File: src/design/aots_pkg.sv
// package for the alien order topological sort block
// holds sizes, payload structs, queue record and state types; no dependencies
`timescale 1ns / 1ps
package aots_pkg;

	// sizes
	localparam int MAX_NODES    = 32;
	localparam int NODE_W       = 5;
	localparam int CNT_W        = 6;
	localparam int MAX_WORD_LEN = 64;
	localparam int WPOS_W       = 6;
	localparam int POS_W        = 7;
	localparam int MAX_EDGES    = 64;
	localparam int EIDX_W       = 6;
	localparam int ECNT_W       = 7;
	localparam int MAP_DEPTH    = 256;
	localparam int Q_DEPTH      = 4;
	localparam int QIDX_W       = 2;
	localparam int QCNT_W       = 3;
	localparam logic [CNT_W-1:0] K_RESET = 6'd26;

	// input word
	typedef struct packed {
		logic [7:0] character;
		logic       last_of_word;
		logic       last_of_list;
	} item_t;

	// result word
	typedef struct packed {
		logic [7:0] order_char;
		logic       last;
		logic       overflow;
	} result_t;

	// record passed from the front to the back
	typedef struct packed {
		logic              new_v;
		logic [7:0]        nchar;
		logic              edge_v;
		logic [NODE_W-1:0] esrc;
		logic [NODE_W-1:0] edst;
		logic              fin;
		logic              ovf;
	} qrec_t;

	// queue status toward the front and back
	typedef struct packed {
		logic full;
		logic empty;
	} qstat_t;

	typedef struct packed {
		logic [NODE_W-1:0] src;
		logic [NODE_W-1:0] dst;
	} edge_t;

	typedef enum logic [1:0] {
		F_CLEAR,
		F_IDLE,
		F_LOOK
	} front_state_t;

	typedef enum logic [2:0] {
		B_LOAD,
		B_ROOT,
		B_SCAN,
		B_CHK,
		B_EMIT
	} back_state_t;

endpackage

File: src/design/aots_queue.sv
// short record queue between the front and the back
// depends on aots_pkg
`timescale 1ns / 1ps
module aots_queue import aots_pkg::*; (
	input  logic   clk,
	input  logic   arst_n,
	input  logic   push,
	input  qrec_t  wdata,
	input  logic   pop,
	output qrec_t  rdata,
	output qstat_t stat
);

	qrec_t             mem_q [Q_DEPTH];
	logic [QIDX_W-1:0] wp_q;
	logic [QIDX_W-1:0] rp_q;
	logic [QCNT_W-1:0] cnt_q;

	// pointers and fill count
	always_ff @(posedge clk or negedge arst_n) begin
		if (!arst_n) begin
			wp_q  <= '0;
			rp_q  <= '0;
			cnt_q <= '0;
		end else begin
			if (push) wp_q <= wp_q + 1'b1;
			if (pop) rp_q <= rp_q + 1'b1;
			cnt_q <= cnt_q + QCNT_W'(push) - QCNT_W'(pop);
		end
	end

	// storage
	always_ff @(posedge clk) begin
		if (push) mem_q[wp_q] <= wdata;
	end

	assign rdata      = mem_q[rp_q];
	assign stat.full  = (cnt_q == QCNT_W'(Q_DEPTH));
	assign stat.empty = (cnt_q == '0);

endmodule

File: config.mk
export PLATFORM = sky130hd
export DESIGN_NAME = aots_queue
export DESIGN_NICKNAME = d
export VERILOG_FILES = /design/src/design/aots_pkg.sv /design/src/design/aots_queue.sv
export SDC_FILE = /design/constraint.sdc
export NUM_CORES = 1
export LEC_CHECK = 0
export BUFFER_PORTS_ARGS = -buffer_cell sky130_fd_sc_hd__buf_4
export CORE_UTILIZATION = 51
export CTS_CLUSTER_SIZE = 28
export DETAILED_ROUTE_END_ITERATION = 16
export PLACE_DENSITY_LB_ADDON = 0.12
export RECOVER_POWER = 100
export SETUP_SLACK_MARGIN = 0.4
export SYNTH_ARGS = -nofsm -noshare
export SYNTH_HDL_FRONTEND = slang
export SYNTH_SLANG_ARGS = --single-unit
export TNS_END_PERCENT = 20
File: constraint.sdc
create_clock -name clk -period 1.5 [get_ports clk]
set_input_delay 0.15 -clock clk [delete_from_list [all_inputs] [get_ports clk]]
set_output_delay 0.15 -clock clk [all_outputs]
set_load 0.05 [all_outputs]
==> summary.txt <==
Status
  – Status: complete, but fails checks
  – Failing checks: negative setup slack

Power and ir drop
  – P_sw: 3830 µW
  – Clk network pwr share: between 10% and 20%
  – Leakage power: ~0.0016 µW
  – Comb pwr share: 47.1%
  – Peak VDD IR: about 1100 µV
  – Power share of the sequential group: 36.8%
  – P per Cell Area: about 2100 nW/µm²
  – Net Sw Frac: approximately 38%
  – Internal power: around 6400 µW

STA
  – Unrepaired setup endpoints after global routing: true
  – Fin Hold WS: roughly 0.047 ns
  – Worst-Margin Slew: roughly 0.4 ns
  – Minimum clock period: around 1.8 ns
  – Fin. max-slew vios: 0
  – Worst setup margin: -0.330 ns
  – Final Hold Viols: 0
  – Final setup vio count: 23
  – Relative slew slack: between 70% and 80%
  – Sum Neg Setup Slack: -6.72 ns
  – Period utilization: 122%
  – F_max: roughly 550 MHz
  – Setup Skew: 0.0113 ns

Layout
  – Finished Layout Cells: 344
  – Ant diodes: 0
  – Final Cell Area: 4760 µm²
  – Area grow syn2layout: 32.3%
  – # nets final: 276
  – Share of cells above drive strength 1: between 30% and 40%

Clocking
  – CTS Sinks: between 90 and 100
  – CTS tree: yes
  – Clock-pin slew on the worst setup and hold paths: roughly 0.08 ns
  – H-tree Lvls: 3
  – Clk Latency, worst-skew pair: around 0.36 ns
  – Num CTS Buffers: 9
  – Clock Path Buffers: 2
  – Clk root buf: clkbuf_8

Job
  – Maxcap violations: 0

Die
  – Row Count: 30
  – Die height: between 80 and 90 µm
  – Starting Density: 53.0%
  – Core Area: a little under 7000 µm²
  – Die width: ~86 µm
  – Boundary Pins: 50
  – Die footprint: approximately 7400 µm²

Place
  – Placed instance area: between 4000 and 5000 µm²
  – RePlAce Congestion: 0.648
  – HPWL Detailed: about 3800 µm
  – Dpl cells: 303
  – IO buf count: 49

Critical path
  – Crit-path max FO: 8
  – CP required: 1.35 ns
  – Crit. End Element: primary output
  – Source of the critical timing path: rp_q[0]
  – Slowest cell delay on critical path: approximately 0.53 ns
  – Slowest cell on the critical path: mux4_2
  – Kind of cell adding the most delay to the critical path: multiplexers
  – Kind of critical path: flip-flop to primary output
  – Reg2Reg Launch Point: cnt_q[0]
  – Worst Path Arrival: ~1.7 ns
  – Startpoint types: flip-flop
  – CP Cell Sequence: buf_12 > mux4_2 > buf_6
  – Critical path buffers and inverters: 2

Synthesis
  – #FFs+latches synth: 95
  – Synth Instances: around 150
  – Syn_area_per_cell: 24.2 µm²
  – Synthesized area: approximately 3600 µm²
  – Syn_nets: about 180
  – Post-synthesis sequential area ratio: between 70% and 80%
  – Post-synth cell types: 17
  – Number of synthesis warnings: 0

Detailed routing
  – Antenna viol nets, final: 0
  – Via density per instance: approximately 5
  – Avg WL per Cell: 17.0 µm
  – Via count: 1746
  – 1st-pass router iterations: 4
  – Initial DRC Count: 97
  – Number of remaining DRC errors: 0
  – Wirelength, routed: roughly 5800 µm

GRT
  – Gr ovfl total: 0
  – Largest net degree at the start of global routing: 23
  – Vias in the first global route: 1889
  – Total GRT Usage: between 10% and 20%
  – First-pass GRT wire length: about 9400 µm
  – Initial antenna violation count: 0

Hold path
  – Hold Crit Start: push
  – Min-delay worst type: primary input to flip-flop
[area by class of cell]
type                       instances  area (µm²)
clock buffer                      10         128
timing repair buffer              88         807
sequential                        95        2820
clock inverter                     6        68.8
multi-input combinational         43         790
inverter                           6        27.5
fill                             442        2030
tap                               96         120
[stage by stage]
stage / utilization [%] / total power (µW) / setup WS [ns]
6_report: 70.1 / 10200 / -0.330
5_1_grt: 70.1 / 10600 / -0.379
4_1_cts: 70.5 / 10200 / -0.357
3_5_place_dp: 61.7 / 7910 / -0.116
3_3_place_gp: 61.7 / 7780 / -0.0459
2_1_floorplan: - / 6740 / -0.0527
[cells by family (layout without fill, tap and decap cells)]
| logic type | Yosys count | count (layout) | share of synthesized area, % |
|---|---|---|---|
| compound gates | 1 | 1 | 0.139 |
| xor+xnor | 5 | 5 | 1.22 |
| fa+ha+maj | 7 | 7 | 2.64 |
| buf+inv | 11 | 110 | 2.33 |
| flops | 95 | 95 | 78.3 |
| mux | 22 | 22 | 14.2 |
| simple gates | 8 | 8 | 1.22 |
[cells in the mapped netlist]
library cell  instances  area (µm²)
and2_1                4        25.0
and3_1                1        6.26
buf_12                2        40.0
buf_2                 2        10.0
buf_6                 1        11.3
dfrtp_1               7         175
edfxtp_1             88        2640
fa_1                  1        20.0
ha_1                  6        75.1
inv_1                 6        22.5
mux4_1                4         105
mux4_2               18         405
nand2_1               2        7.51
nor3_1                1        5.00
o21ai_0               1        5.00
xnor2_1               3        26.3
xor2_1                2        17.5
[sequential cells by signal (all words and copies together), names as in the netlist]
name   count
cnt_q      3
mem_q     88
rp_q       2
wp_q       2
[final timing paths]
| check | endpoint | slack, ns | cells after the start |
|---|---|---|---|
| max | rdata[9] | -0.33 | 3 |
| min | wp_q[0] | 0.05 | 2 |
| max reg2reg | cnt_q[2] | -0.13 | 7 |
| min reg2reg | wp_q[0] | 0.59 | 1 |
| max in group asynchronous | rp_q[0] | 0.96 | 2 |
| min in group asynchronous | cnt_q[2] | 0.24 | 2 |
[worst reg2reg max path, cell delays in order (launching register included)]
cell	delay [ns]
dfrtp_1	0.35
inv_1	0.08
ha_4	0.26
inv_2	0.03
ha_4	0.15
fa_2	0.37
xnor2_2	0.15
xnor2_1	0.13
[layout by cell type, fill, tap and decap left out, types with 2 or more instances in the layout]
cell           Yosys  final
xnor2_1            3      2
inv_6              0      2
clkbuf_1           0     24
mux4_2            18     22
and2_4             0      4
inv_1              6      2
nand2_1            2      2
xor2_1             2      2
ha_4               0      6
dlygate4sd3_1      0     23
inv_2              0      2
edfxtp_1          88     88
buf_6              1     30
dfrtp_1            7      4
clkbuf_8           0      9
dfrtp_2            0      3
buf_4              0      7
inv_4              0      2
buf_12             2      5
[power by group through the flow]
stage / logic [µW] / clock network [µW] / registers (µW)
floorplan: 3070 / 0 / 3670
global placement: 4100 / 0 / 3680
detailed placement: 4180 / 0 / 3730
CTS: 4760 / 1690 / 3720
global route: 5060 / 1770 / 3800
finish: 4790 / 1650 / 3740
[layer usage]
metal | share of wire, % | global-route usage [%] | vias up
li1 | - | - | 792
met1 | 42 | 21.6 | 901
met4 | 2.4 | 8.33 | 0
met5 | 0 | 0 | -
met2 | 52 | 30.6 | 41
met3 | 2.9 | 3.37 | 12
[timing repair]
action / in CTS / in global routing
hold buffers: 23 / 0
buffers inserted: 1 / 1
hold endpoints to repair: 95 / 0
endpoints found under the setup margin: 115 / 115
resized for setup: 53 / 11
pin swaps: 3 / 8
Note: power is estimated with default switching activity, not from simulation.
