## src/design/aots_pkg.sv

```systemverilog
// package for the alien order topological sort block
// holds sizes, payload structs, queue record and state types; no dependencies
`timescale 1ns / 1ps
package aots_pkg;

	// sizes
	localparam int MAX_NODES    = 32;
	localparam int NODE_W       = 5;
	localparam int CNT_W        = 6;
	localparam int MAX_WORD_LEN = 64;
	localparam int WPOS_W       = 6;
	localparam int POS_W        = 7;
	localparam int MAX_EDGES    = 64;
	localparam int EIDX_W       = 6;
	localparam int ECNT_W       = 7;
	localparam int MAP_DEPTH    = 256;
	localparam int Q_DEPTH      = 4;
	localparam int QIDX_W       = 2;
	localparam int QCNT_W       = 3;
	localparam logic [CNT_W-1:0] K_RESET = 6'd26;

	// input word
	typedef struct packed {
		logic [7:0] character;
		logic       last_of_word;
		logic       last_of_list;
	} item_t;

	// result word
	typedef struct packed {
		logic [7:0] order_char;
		logic       last;
		logic       overflow;
	} result_t;

	// record passed from the front to the back
	typedef struct packed {
		logic              new_v;
		logic [7:0]        nchar;
		logic              edge_v;
		logic [NODE_W-1:0] esrc;
		logic [NODE_W-1:0] edst;
		logic              fin;
		logic              ovf;
	} qrec_t;

	// queue status toward the front and back
	typedef struct packed {
		logic full;
		logic empty;
	} qstat_t;

	typedef struct packed {
		logic [NODE_W-1:0] src;
		logic [NODE_W-1:0] dst;
	} edge_t;

	typedef enum logic [1:0] {
		F_CLEAR,
		F_IDLE,
		F_LOOK
	} front_state_t;

	typedef enum logic [2:0] {
		B_LOAD,
		B_ROOT,
		B_SCAN,
		B_CHK,
		B_EMIT
	} back_state_t;

endpackage

```

## src/design/aots_back.sv

```systemverilog
// back: stores nodes and edges, runs the depth-first walk, emits the order
// depends on aots_pkg; drains records from aots_queue
`timescale 1ns / 1ps
module aots_back import aots_pkg::*; (
	input  logic             clk,
	input  logic             arst_n,
	input  logic [CNT_W-1:0] k,
	input  qstat_t           qs,
	input  qrec_t            qrec,
	output logic             pop,
	output logic             result_valid,
	output result_t          result
);

	back_state_t bst_q, bst_n;

	logic [7:0]        n2c_q [MAX_NODES];
	edge_t             emem [MAX_EDGES];
	edge_t             emem_rd_q;
	logic [NODE_W-1:0] stk_node_q [MAX_NODES];
	logic [ECNT_W-1:0] stk_edge_q [MAX_NODES];
	logic [NODE_W-1:0] post_q [MAX_NODES];
	logic [MAX_NODES-1:0] visited_q;
	logic [CNT_W-1:0]  dcnt_q;
	logic [ECNT_W-1:0] ecnt_q;
	logic [CNT_W-1:0]  sp_q;
	logic [CNT_W-1:0]  pcnt_q;
	logic [CNT_W-1:0]  root_q;
	logic [CNT_W-1:0]  emit_q;
	logic              ovf_q;
	logic              rv_q;
	result_t           res_q;

	logic [NODE_W-1:0] top_idx;
	logic [NODE_W-1:0] u;
	logic [ECNT_W-1:0] e;
	logic              has_more;
	logic              match;
	logic              descend;
	logic              scan_rd;
	logic              emit_last;
	logic [NODE_W-1:0] en;
	logic [7:0]        ech;

	// walk stack top and edge check
	always_comb begin
		top_idx   = NODE_W'(sp_q - 1'b1);
		u         = stk_node_q[top_idx];
		e         = stk_edge_q[top_idx];
		has_more  = e < ecnt_q;
		match     = (emem_rd_q.src == u) && ({1'b0, emem_rd_q.dst} < k);
		descend   = match && !visited_q[emem_rd_q.dst] && (sp_q < CNT_W'(MAX_NODES));
		emit_last = (emit_q + 1'b1) == pcnt_q;
		en        = post_q[NODE_W'(pcnt_q - 1'b1 - emit_q)];
		ech       = ({1'b0, en} < dcnt_q) ? n2c_q[en] : 8'd0;
	end

	// next state
	always_comb begin
		bst_n = bst_q;
		unique case (bst_q)
			B_LOAD: if (pop && qrec.fin) bst_n = B_ROOT;
			B_ROOT: begin
				if (root_q == k) bst_n = B_EMIT;
				else if (!visited_q[root_q[NODE_W-1:0]]) bst_n = B_SCAN;
			end
			B_SCAN: begin
				if (has_more) bst_n = B_CHK;
				else if (sp_q == CNT_W'(1)) bst_n = B_ROOT;
			end
			B_CHK:  bst_n = B_SCAN;
			B_EMIT: if (emit_last) bst_n = B_LOAD;
			default: bst_n = B_LOAD;
		endcase
	end

	// outputs: queue pop and edge memory read
	always_comb begin
		pop     = 1'b0;
		scan_rd = 1'b0;
		unique case (bst_q)
			B_LOAD:  pop = !qs.empty;
			B_SCAN:  scan_rd = has_more;
			default: pop = 1'b0;
		endcase
	end

	// edge memory
	always_ff @(posedge clk) begin
		if (scan_rd) emem_rd_q <= emem[e[EIDX_W-1:0]];
		if (pop && qrec.edge_v) emem[ecnt_q[EIDX_W-1:0]] <= '{src: qrec.esrc, dst: qrec.edst};
	end

	// node names, stacks and result payload
	always_ff @(posedge clk) begin
		if (pop && qrec.new_v) n2c_q[dcnt_q[NODE_W-1:0]] <= qrec.nchar;
		if (bst_q == B_ROOT && root_q != k && !visited_q[root_q[NODE_W-1:0]]) begin
			stk_node_q[0] <= root_q[NODE_W-1:0];
			stk_edge_q[0] <= '0;
		end
		if (bst_q == B_SCAN && !has_more && pcnt_q < CNT_W'(MAX_NODES))
			post_q[pcnt_q[NODE_W-1:0]] <= u;
		if (bst_q == B_CHK) begin
			stk_edge_q[top_idx] <= e + 1'b1;
			if (descend) begin
				stk_node_q[sp_q[NODE_W-1:0]] <= emem_rd_q.dst;
				stk_edge_q[sp_q[NODE_W-1:0]] <= '0;
			end
		end
		res_q <= '{order_char: ech, last: emit_last, overflow: ovf_q};
	end

	// walk control
	always_ff @(posedge clk or negedge arst_n) begin
		if (!arst_n) begin
			bst_q     <= B_LOAD;
			visited_q <= '0;
			dcnt_q    <= '0;
			ecnt_q    <= '0;
			sp_q      <= '0;
			pcnt_q    <= '0;
			root_q    <= '0;
			emit_q    <= '0;
			ovf_q     <= 1'b0;
			rv_q      <= 1'b0;
		end else begin
			bst_q <= bst_n;
			rv_q  <= (bst_q == B_EMIT);
			unique case (bst_q)
				B_LOAD: begin
					if (pop) begin
						dcnt_q <= dcnt_q + CNT_W'(qrec.new_v);
						ecnt_q <= ecnt_q + ECNT_W'(qrec.edge_v);
						if (qrec.fin) ovf_q <= qrec.ovf;
					end
				end
				B_ROOT: begin
					if (root_q != k) begin
						if (visited_q[root_q[NODE_W-1:0]]) begin
							root_q <= root_q + 1'b1;
						end else begin
							visited_q[root_q[NODE_W-1:0]] <= 1'b1;
							sp_q <= CNT_W'(1);
						end
					end
				end
				B_SCAN: begin
					if (!has_more) begin
						sp_q <= sp_q - 1'b1;
						if (pcnt_q < CNT_W'(MAX_NODES)) pcnt_q <= pcnt_q + 1'b1;
						if (sp_q == CNT_W'(1)) root_q <= root_q + 1'b1;
					end
				end
				B_CHK: begin
					if (descend) begin
						visited_q[emem_rd_q.dst] <= 1'b1;
						sp_q <= sp_q + 1'b1;
					end
				end
				B_EMIT: begin
					if (emit_last) begin
						visited_q <= '0;
						dcnt_q    <= '0;
						ecnt_q    <= '0;
						pcnt_q    <= '0;
						root_q    <= '0;
						emit_q    <= '0;
					end else begin
						emit_q <= emit_q + 1'b1;
					end
				end
				default: ;
			endcase
		end
	end

	assign result_valid = rv_q;
	assign result       = res_q;

endmodule

```

## config.mk

```make
export PLATFORM = sky130hd
export DESIGN_NAME = aots_back
export DESIGN_NICKNAME = d
export VERILOG_FILES = /design/src/design/aots_pkg.sv /design/src/design/aots_back.sv
export SDC_FILE = /design/constraint.sdc
export NUM_CORES = 2
export LEC_CHECK = 0
export ABC_CLOCK_PERIOD_IN_PS = 7700
export BUFFER_PORTS_ARGS = -buffer_cell sky130_fd_sc_hd__buf_4
export CORE_MARGIN = 2
export CORE_UTILIZATION = 50
export DETAILED_ROUTE_END_ITERATION = 16
export GPL_TIMING_DRIVEN = 0
export PLACE_DENSITY_LB_ADDON = 0.3
export SYNTH_ARGS = -nofsm -noshare
export SYNTH_HDL_FRONTEND = slang
export SYNTH_SLANG_ARGS = --single-unit
export TNS_END_PERCENT = 30
```

## constraint.sdc

```tcl
create_clock -name clk -period 7.7 [get_ports clk]
set_clock_uncertainty 0.2 [all_clocks]
set_input_delay 1.925 -clock clk [delete_from_list [all_inputs] [get_ports clk]]
set_output_delay 1.925 -clock clk [all_outputs]
set_load 0.005 [all_outputs]
```

==> impl_results.md <==
* Status: finished with violations
* Failing checks: negative setup slack
* Critical path's slowest cell: clkbuf_1
* Vias in the first global route at 40900
* EDFF count, synth at 1226
* CTS tree: done
* Setup violators final at 4
* WP data required at 8220 ps
* Core ar. at 129000 um^2
* Fill cell count at 10300
* Setup crit start kind: flip-flop
* Antenna violations before repair at 2
* # rows at 132
* Top_reg_cell synth: edfxtp_1
* Fin area at 73000 um^2
* Max Buffers Root-to-Sink at 3
* RSZ-0062 raised after global routing: yes
* Final Max Tran Viols at 0
* Arr. time, crit path at 8250 ps
* Largest net degree at the start of global routing at 75
* Worst setup path class: reg -> reg
* Async set-or-reset flop fraction in the synthesized netlist at 4.82%
* Period Utilization, post-route at 100%
* Cells after Synth at 4677
* Total routed wirelength at 181000 um
* Reg area at 43400 um^2
* Crit path cell chain: buf_2 > buf_6 > buf_6 > buf_4 > buf_4 > clkbuf_2 > inv_1 > ha_1 > buf_2 > buf_4 > mux4_2 > mux2i_1 > o32ai_1 > a31oi_2 > inv_2 > clkbuf_1 > buf_4 > ha_1 > and3_1 > clkbuf_1 > clkbuf_2 > mux2i_1 > a31oi_1
* Post-route setup slack at -23.9 ps
* Netlist cell types at 75
* Root Driver: clkbuf_16
* Initial Utilization at 50.2%
* Via/cell ratio at 6.24
* Multi-input logic area at 20100 um^2
* HP Class: reg -> reg
* Mapped Area at 64800 um^2
* Final Util at 56.6%
* I/O Buffers at 42
* WL/cell at 26.9 um
* Clock sinks at 1534
* Minimum clock period at 7720 ps
* Max Freq at 0.129 GHz
* Clk slew on worst S/H paths at 60 ps
* Synth area leaders: edfxtp_1 (57%), dfxtp_1 (7.2%), mux2i_1 (6.2%)
* CP max FO at 19
* Syn Area/Cell at 13.8 um^2
* CP max stage delay at 670 ps
* Layout Nets at 4954
* Via count at 42200
* Ys Warns at 0
* DRC at 0
* Yosys top cell area share at 56.8%
* Io pins at 44
* Setup crit end kind: flip-flop
* Grt ovf at 0
* Die H at 364 um
* Die area at 132000 um^2
* Die Wd at 364 um
* Cell mode on critical path: buf_4
* Seq/Total Area, Yosys at 66.9%
* Post-synth top area cell: edfxtp_1
* Area Overhead vs Synth at 12.7%
* Crit-path leading delay family: buffers and inverters
* Cts bufs inserted at 158
* GRT Resource Usage Total at 27.3%
* DP Area at 67300 um^2
* Buffers & Inverters on Critical Path at 14
* Worst skew pair latency at 810 ps
* Worst Tran Pin Value at 1360 ps
* RD Place Congestion at 0.987
* Post-Synthesis Net Count at 4747
* Hold Slack at 174 ps
* Post-DP HPWL at 120000 um
* Share of post-route cells with drive strength above 1 at 13.6%
* Final hold vios at 0
* Post-DRT Antenna Nets at 0
* Max cap viols at 0
* Pre-Repair DR Iteration Count at 8
* Post-synthesis register bit count at 1534
* Max-slew headroom at 8.47%
* Htree depth at 4
* First-pass GRT wire length at 266000 um
* Initial DRC count at 5429
-- worst register-to-register path: stages, from the launching register on --
cell      delay, ps
dfrtp_1         380
buf_2           290
buf_6           240
buf_6           250
buf_4           320
buf_4           320
clkbuf_2        280
inv_1           130
ha_1            330
buf_2           340
buf_4           360
mux4_2          370
mux2i_1         400
o32ai_1         200
a31oi_2         500
inv_2            60
clkbuf_1        310
buf_4           360
ha_1            400
and3_1          170
clkbuf_1        670
clkbuf_2        480
mux2i_1         140
a31oi_1         180
-- cells in the final DEF (no fill, tap or decap), types with 68 or more instances in the layout --
master        n
a21oi_1     152
a31oi_1     249
a32oi_1      68
buf_2        77
buf_4        70
clkbuf_1    221
clkbuf_16   161
dfrtp_1      74
dfxtp_1     234
edfxtp_1   1226
mux2i_1     395
mux4_2      177
nand2_1     640
nand3_1     174
nor2_1      276
nor3_1       92
-- logic make-up (layout without fill, tap and decap cells) --
kind of cell	after synthesis	after routing	share of synthesized area [%]
buffers and inverters	385	718	2.62
and+or+nand+nor	1412	1412	9.64
xor gates and xnor gates	46	46	0.655
AOI/OAI and AO/OA	671	671	6.81
other	0	3	0
muxes	591	591	12.6
adders and majority gates	38	38	0.746
DFF	1534	1534	66.9
-- final cells by class --
| cell class | instances | area share (%) |
|---|---|---|
| Antenna cell | 3 | 0.0103 |
| Sequential cell | 1534 | 59.4 |
| Clock inverter | 76 | 1.15 |
| Buffer | 337 | 2.18 |
| Multi-Input combinational cell | 2758 | 27.6 |
| Inverter | 45 | 0.231 |
| Tap cell | 1742 | 2.99 |
| Timing Repair Buffer | 50 | 0.552 |
| Clock buffer | 210 | 5.92 |
-- layer usage --
metal	share of wire, %	track usage, %
met1	41	38.1
met2	45	41.1
met3	11	6.81
met4	4.1	10.9
met5	0.0072	0
-- flip-flops by register name (all words and copies together), names as in the netlist, 7 cells and up --
signal / count
n2c_q: 256
post_q: 160
emem: 640
ecnt_q: 7
result: 10
visited_q: 32
emem_rd_q: 10
stk_node_q: 160
stk_edge_q: 224
-- path summary, 6_finish.rpt --
kind	from	end	slack [ps]	cells after the start
worst max-delay path	sp_q[0]	stk_edge_q[5][1]	-20	23
worst min-delay path	ovf_q	result[0]	170	0
worst max register to register	sp_q[0]	stk_edge_q[5][1]	-20	23
worst min register to register	ovf_q	result[0]	170	0
max in group asynchronous	arst_n	sp_q[1]	5390	1
min in group asynchronous	arst_n	result_valid	1110	1
-- per-stage QoR --
| stage | TNS (ps) | setup slack (ps) | instances |
|---|---|---|---|
| final | -58.1 | -23.9 | 6755 |
| after global routing | -7160 | -152 | 6752 |
| after CTS | -0.750 | -0.750 | 6749 |
| after detailed placement | -994000 | -2770 | 6463 |
| after global placement | -1010510 | -2690 | 6461 |
| after floorplan | 0 | 1320 | 4677 |
-- synth_stat cells, types with 7 or more instances --
master and count:
a21oi_1 152, nor4b_2 7, dfrtp_1 74, buf_1 30, or3_1 7, xor2_1 10
mux4_2 177, o21ai_1 7, inv_1 39, nand3_1 174, buf_6 12, buf_2 83
nand2_1 645, nand4_1 52, o2111ai_1 10, and2_1 8, edfxtp_1 1226, ha_1 37
or4_1 13, a21o_1 7, o21ai_0 42, dfxtp_1 234, mux2i_1 399, nor2_1 312
a22o_1 39, a221oi_1 19, nor2b_1 15, nor2_2 9, o221ai_1 9, nor3_1 94
a31oi_1 250, a32oi_1 68, and3_1 29, a22oi_1 25, nand2b_1 15, o31ai_1 8
clkbuf_1 199, mux2_2 10, xnor2_1 34, o22ai_1 13, buf_4 16
-- repair_timing --
action / in CTS / in global routing
setup endpoints to repair: 758 / 423
endpoints found under the hold margin: 0 / 0
pin swaps: 2 / 2
resized for setup: 120 / 29
hold buffers: 0 / 0
buffers inserted: 2 / 3
Power is left out: the tool's default activity adds up to more than one toggle a clock period on the data nets, which glitch-free logic cannot reach.
